**config.mk**
```make
export PLATFORM = sky130hd
export DESIGN_NAME = vrp_div_lane
export DESIGN_NICKNAME = d
export VERILOG_FILES = /design/src/rtl/vrp_pkg.sv /design/src/rtl/vrp_div_lane.sv
export SDC_FILE = /design/constraint.sdc
export NUM_CORES = 2
export LEC_CHECK = 0
export BUFFER_PORTS_ARGS = -buffer_cell sky130_fd_sc_hd__buf_2
export CORE_ASPECT_RATIO = 0.7
export CORE_MARGIN = 3
export CORE_UTILIZATION = 57
export DETAILED_ROUTE_END_ITERATION = 7
export PLACE_DENSITY = 0.74
export SLEW_MARGIN = 30
export SYNTH_ARGS = -nofsm -noshare
export SYNTH_HDL_FRONTEND = slang
export SYNTH_SLANG_ARGS = --single-unit
```
**constraint.sdc**
```tcl
create_clock -name clk_i -period 3.2 [get_ports clk_i]
set_clock_uncertainty 0.2 [all_clocks]
set_input_delay 0.48 -clock clk_i [delete_from_list [all_inputs] [get_ports clk_i]]
set_output_delay 0.48 -clock clk_i [all_outputs]
set_load 0.005 [all_outputs]
```
**src/rtl/vrp_pkg.sv**
```systemverilog
`default_nettype none
package vrp_pkg;

  localparam int SCREEN_W = 512;
  localparam int SCREEN_H = 512;

  localparam int CFG_IDX_W = 4;

  localparam logic [CFG_IDX_W-1:0] CFG_COS_X        = 4'd0;
  localparam logic [CFG_IDX_W-1:0] CFG_SIN_X        = 4'd1;
  localparam logic [CFG_IDX_W-1:0] CFG_COS_Y        = 4'd2;
  localparam logic [CFG_IDX_W-1:0] CFG_SIN_Y        = 4'd3;
  localparam logic [CFG_IDX_W-1:0] CFG_COS_Z        = 4'd4;
  localparam logic [CFG_IDX_W-1:0] CFG_SIN_Z        = 4'd5;
  localparam logic [CFG_IDX_W-1:0] CFG_DEPTH_OFFSET = 4'd6;
  localparam logic [CFG_IDX_W-1:0] CFG_FOCAL_SCALE  = 4'd7;

  // Intermediate widths, sized for any 16-bit input and register pattern
  // and screen sizes up to 4096.
  localparam int NW = 56;          // projection numerator
  localparam int DW = 26;          // offset depth and divisor
  localparam int QW = 17;          // quotient bits kept before saturation
  localparam int AW = NW - 13;     // numerator after the 8192 pre-divide

  localparam int DIV_STAGES = QW;
  localparam int PRE_STAGES = 6;
  localparam int OUT_STAGE  = PRE_STAGES + DIV_STAGES;
  localparam int NSTG       = OUT_STAGE + 1;

endpackage
`default_nettype wire

```
**src/rtl/vrp_div_lane.sv**
```systemverilog
`default_nettype none
// Pipelined restoring divider, one quotient bit per stage.
module vrp_div_lane (
  input  logic                              clk_i,
  input  logic [vrp_pkg::DIV_STAGES-1:0]    en_i,
  input  logic [vrp_pkg::AW-1:0]            dividend_i,
  input  logic [vrp_pkg::DW-1:0]            divisor_i,
  input  logic                              neg_i,
  output logic [vrp_pkg::QW-1:0]            quot_o,
  output logic                              ovf_o,
  output logic                              neg_o
);

  localparam int QW = vrp_pkg::QW;
  localparam int DW = vrp_pkg::DW;
  localparam int AW = vrp_pkg::AW;
  localparam int NS = vrp_pkg::DIV_STAGES;

  logic [DW-1:0] rem_q [NS];
  logic [DW-1:0] rem_d [NS];
  logic [QW-1:0] lo_q  [NS];
  logic [QW-1:0] lo_d  [NS];
  logic [QW-1:0] quo_q [NS];
  logic [QW-1:0] quo_d [NS];
  logic [DW-1:0] dv_q  [NS];
  logic [DW-1:0] dv_d  [NS];
  logic          neg_q [NS];
  logic          neg_d [NS];
  logic          ovf_q [NS];
  logic          ovf_d [NS];

  always_comb begin
    logic [DW-1:0] rem_s;
    logic [QW-1:0] lo_s;
    logic [QW-1:0] quo_s;
    logic [DW:0]   trial;
    logic          ge;
    for (int k = 0; k < NS; k++) begin
      if (k == 0) begin
        rem_s    = dividend_i[QW+DW-1:QW];
        lo_s     = dividend_i[QW-1:0];
        quo_s    = '0;
        dv_d[k]  = divisor_i;
        neg_d[k] = neg_i;
        // A quotient of 2^QW or more saturates regardless of its low bits.
        ovf_d[k] = (dividend_i[AW-1:QW] >= divisor_i);
      end else begin
        rem_s    = rem_q[k-1];
        lo_s     = lo_q[k-1];
        quo_s    = quo_q[k-1];
        dv_d[k]  = dv_q[k-1];
        neg_d[k] = neg_q[k-1];
        ovf_d[k] = ovf_q[k-1];
      end
      trial    = {rem_s, lo_s[QW-1]};
      ge       = (trial >= {1'b0, dv_d[k]});
      rem_d[k] = ge ? DW'(trial - {1'b0, dv_d[k]}) : trial[DW-1:0];
      lo_d[k]  = {lo_s[QW-2:0], 1'b0};
      quo_d[k] = {quo_s[QW-2:0], ge};
    end
  end

  always_ff @(posedge clk_i) begin
    for (int k = 0; k < NS; k++) begin
      if (en_i[k]) begin
        rem_q[k] <= rem_d[k];
        lo_q[k]  <= lo_d[k];
        quo_q[k] <= quo_d[k];
        dv_q[k]  <= dv_d[k];
        neg_q[k] <= neg_d[k];
        ovf_q[k] <= ovf_d[k];
      end
    end
  end

  assign quot_o = quo_q[NS-1];
  assign ovf_o  = ovf_q[NS-1];
  assign neg_o  = neg_q[NS-1];

endmodule
`default_nettype wire

```
==> results_dict.tcl <==
set metrics [dict create \
    status "finished with violations" \
    violations "negative setup slack" \
    fp-row-count 100 \
    min_period_ns 3.63 \
    p_per_area_mw_per_mm2 1020 \
    post_synth_instance_area_sq_mm 0.0623 \
    synth_compound_area_share_pct 13.3 \
    seq_area_sq_mm 0.0347 \
    crit_family "compound AO/OA/AOI/OAI gates" \
    tightest_slew_ns 0.830 \
    setup_slack_ns -0.432 \
    antenna_found_initial 2 \
    gr-total-overflow 0 \
    vias_per_cell 5.93 \
    nets 7200 \
    dp_hpwl_mm 119 \
    cts_max_path_buffers 3 \
    crit_path_max_incr_delay_ns 0.43 \
    fin_crit_sh_pct 113 \
    total_power_mw 84.9 \
    final_cells 8146 \
    drt_iter0_drc 4968 \
    async_flop_share_pct 0 \
    grt_util_all_layers_pct 29.6 \
    grt.met1_usage_pct 42.2 \
    numPlacedInstances 7596 \
    start_util_pct 58.0 \
    nFillCells 6265 \
    power.leakage_nw 35.2 \
    io_pins 107 \
    coreArea_sq_mm 0.107 \
    cp-end-kind "flip-flop" \
    syn-instance-count 5270 \
    die_w_um 401 \
    synth_top_family_by_area "compound AO/OA/AOI/OAI gates" \
    drv_cap 0 \
    multiInputGateArea_sq_mm 0.0293 \
    setup_viol 289 \
    syn-num-nets 5842 \
    synthMuxAreaShare_pct 3.58 \
    critPathArrivalTime_ns 3.89 \
    ys_seq_area_share_pct 55.7 \
    synth_cell_types 90 \
    crit_path_frequent_cell "o31a_1" \
    grt_pass1_wl_mm 263 \
    port_buffers 106 \
    remaining_drc_errors 0 \
    start_kind "flip-flop" \
    cts_num_sinks 1155 \
    synthSimpleGateAreaFrac_pct 8.74 \
    hp-class "primary input to flip-flop" \
    ys_ff_latch 1155 \
    wl_mm 181 \
    worstHoldStart "en_i[15]" \
    vdd_drop_max_v 0.000567 \
    startpoint "dv_q[0][79]" \
    drive_gt1_share_pct 33.6 \
    die_h_um 283 \
    grt_pass1_vias 46300 \
    max_freq_ghz 0.275 \
    cts_made_buffers 107 \
    ys.flop_type "edfxtp_1" \
    synth_xor_area_share_pct 4.74 \
    slew_headroom_pct 44.7 \
    met2_usage_pct 47.8 \
    num_vias 48300 \
    rsz0062_at_grt "yes" \
    first_pass_iters 6 \
    clkTransAtPathRegs_ns 0.07 \
    routedWlPerCell_um 22.2 \
    htreeDepth 3 \
    synth_edf_count 1155 \
    place.gp.congestion 0.944 \
    crit_type "flip-flop to flip-flop" \
    clk_latency_ns 0.72 \
    synth-adder-area-share_pct 9.91 \
    hold_viol_final 0 \
    worstPathCellList "inv_2, ha_4, nor2b_4, o31a_1, o31a_1, o41ai_4, o22ai_2, a311oi_2, o21ai_2, a21oi_2, o21ai_4, clkbuf_16, mux2_4" \
    grt-busiest-layer "met2" \
    yosysWarnings 0 \
    met3_usage_pct 4.94 \
    critical_path_required_ns 3.46 \
    fin_tns_setup_ns -54.57 \
    rr_startpoint "dv_q[0][79]" \
    ant_nets 0 \
    path_buf_inv 2 \
    syn2layout_area_growth_pct 33.7 \
    grt_max_degree 72 \
    cts_tree "built" \
    slowest_stage "edfxtp_1" \
    path_max_fanout 5 \
    cts_root_buffer "clkbuf_16" \
    dieArea_sq_mm 0.113 \
    syn_area_per_cell_sq_um 11.8 \
    slew_viol_final 0 \
    place_ws_ns -0.436 \
]
placed cells by master (no fill, tap or decap), types with 37 or more instances in the layout:
master	instances
edfxtp_1	1155
o21ai_1	62
xor2_1	127
o21ai_0	169
mux2_4	120
nor2_4	44
a21o_1	202
dlygate4sd3_1	71
xnor2_1	201
nor2b_1	46
ha_4	60
ha_1	397
nand4_1	72
nand2_1	279
nand3_1	78
o21bai_1	37
buf_12	54
inv_1	503
o21a_1	63
mux2_2	60
inv_2	43
nor3_1	62
clkbuf_16	122
a21oi_1	290
a21oi_2	89
nor2_1	244
buf_4	997
nand2b_1	52
buf_2	103
o21ai_2	58
buf_6	71
cell families after synthesis:
kind of cell	after synthesis
flip-flops	1155
multiplexers	194
buffers and inverters	654
AND/OR/NAND/NOR	1136
AO/OA/AOI/OAI	1310
XOR/XNOR	337
adder cells (fa/ha/maj)	484
state kept, by name (all words and copies together) (netlist names):
name and flops:
quo_q 153, lo_q 136, dv_q 416, rem_q 416
neg_q 17, ovf_q 17
path summary, 6_finish.rpt:
kind / to / cells after the start / slack, ns
setup / recovery: rem_q[0][112] / 13 / -0.43
hold / removal: dv_q[0][396] / 1 / 0.05
setup reg to reg: rem_q[0][112] / 13 / -0.43
hold reg to reg: ovf_q[0][11] / 0 / 0.22
stage by stage:
stage | hold WS (ns) | utilization [%] | cell area, sq um
finish | 0.0512 | 77.6 | 83300
global route | 0.0271 | 77.6 | 83300
CTS | 0.00604 | 74.5 | 79900
detailed placement | 0.205 | 66.8 | 71700
global placement | 0.200 | 66.8 | 71700
floorplan | 0.200 | - | 62700
cell type report:
class,count,share of cell area (%)
antenna,1,0.00301
inverter,549,2.49
multi-input combinational,3461,35.2
timing repair buffer,1354,14.1
tap,1428,2.15
sequential,1155,41.7
clock inverter,77,1.14
clock buffer,121,3.33
synth_stat cells (all sizes together), types with 39 or more instances:
library cell	count	area share, %
nor2b	59	0.59
a21o	202	2.4
a211oi	48	0.59
clkbuf	66	0.40
ha	468	9.4
o21a	65	0.78
mux2	181	3.4
nand3	86	0.70
nand2	314	1.9
o21ai	304	2.5
inv	549	3.3
buf	39	0.37
xnor2	208	2.9
nor3	69	0.56
edfxtp	1155	56
a21oi	402	3.2
a31oi	48	0.51
nor2	312	1.9
xor2	129	1.8
nand2b	55	0.55
nand4	72	0.72
o21bai	43	0.52
report_power, final:
part           switching [mW]  total [mW]  internal [mW]
clock network            5.94        13.7           7.74
registers                2.59        24.5           21.9
logic                    23.0        46.7           23.7
total                    31.5        84.9           53.4
worst register-to-register path: cells and delay by family (launching register included):
family / cells / cell delay [ns]
flip-flops: 1 / 0.43
multiplexers: 1 / 0.30
AO/OA/AOI/OAI: 8 / 1.79
AND/OR/NAND/NOR: 1 / 0.12
buffers and inverters: 2 / 0.34
adder cells (fa/ha/maj): 1 / 0.21
repair_timing:
action / CTS / global route
gates cloned: 26 / 16
resized for setup: 525 / 610
buffers inserted: 145 / 140
endpoints found under the setup margin: 388 / 418
pin swaps: 191 / 258
hold buffers: 71 / 0
endpoints found under the hold margin: 86 / 0
routing by layer:
metal / part of all wire [%] / wire length (um) / vias up
li1: - / - / 22200
met1: 43 / 77200 / 23600
met2: 47 / 85000 / 2113
met3: 7.8 / 14200 / 399
met4: 2.6 / 4690 / 2
met5: 0.0039 / 7 / -
Power figures use the tool's default switching activity.
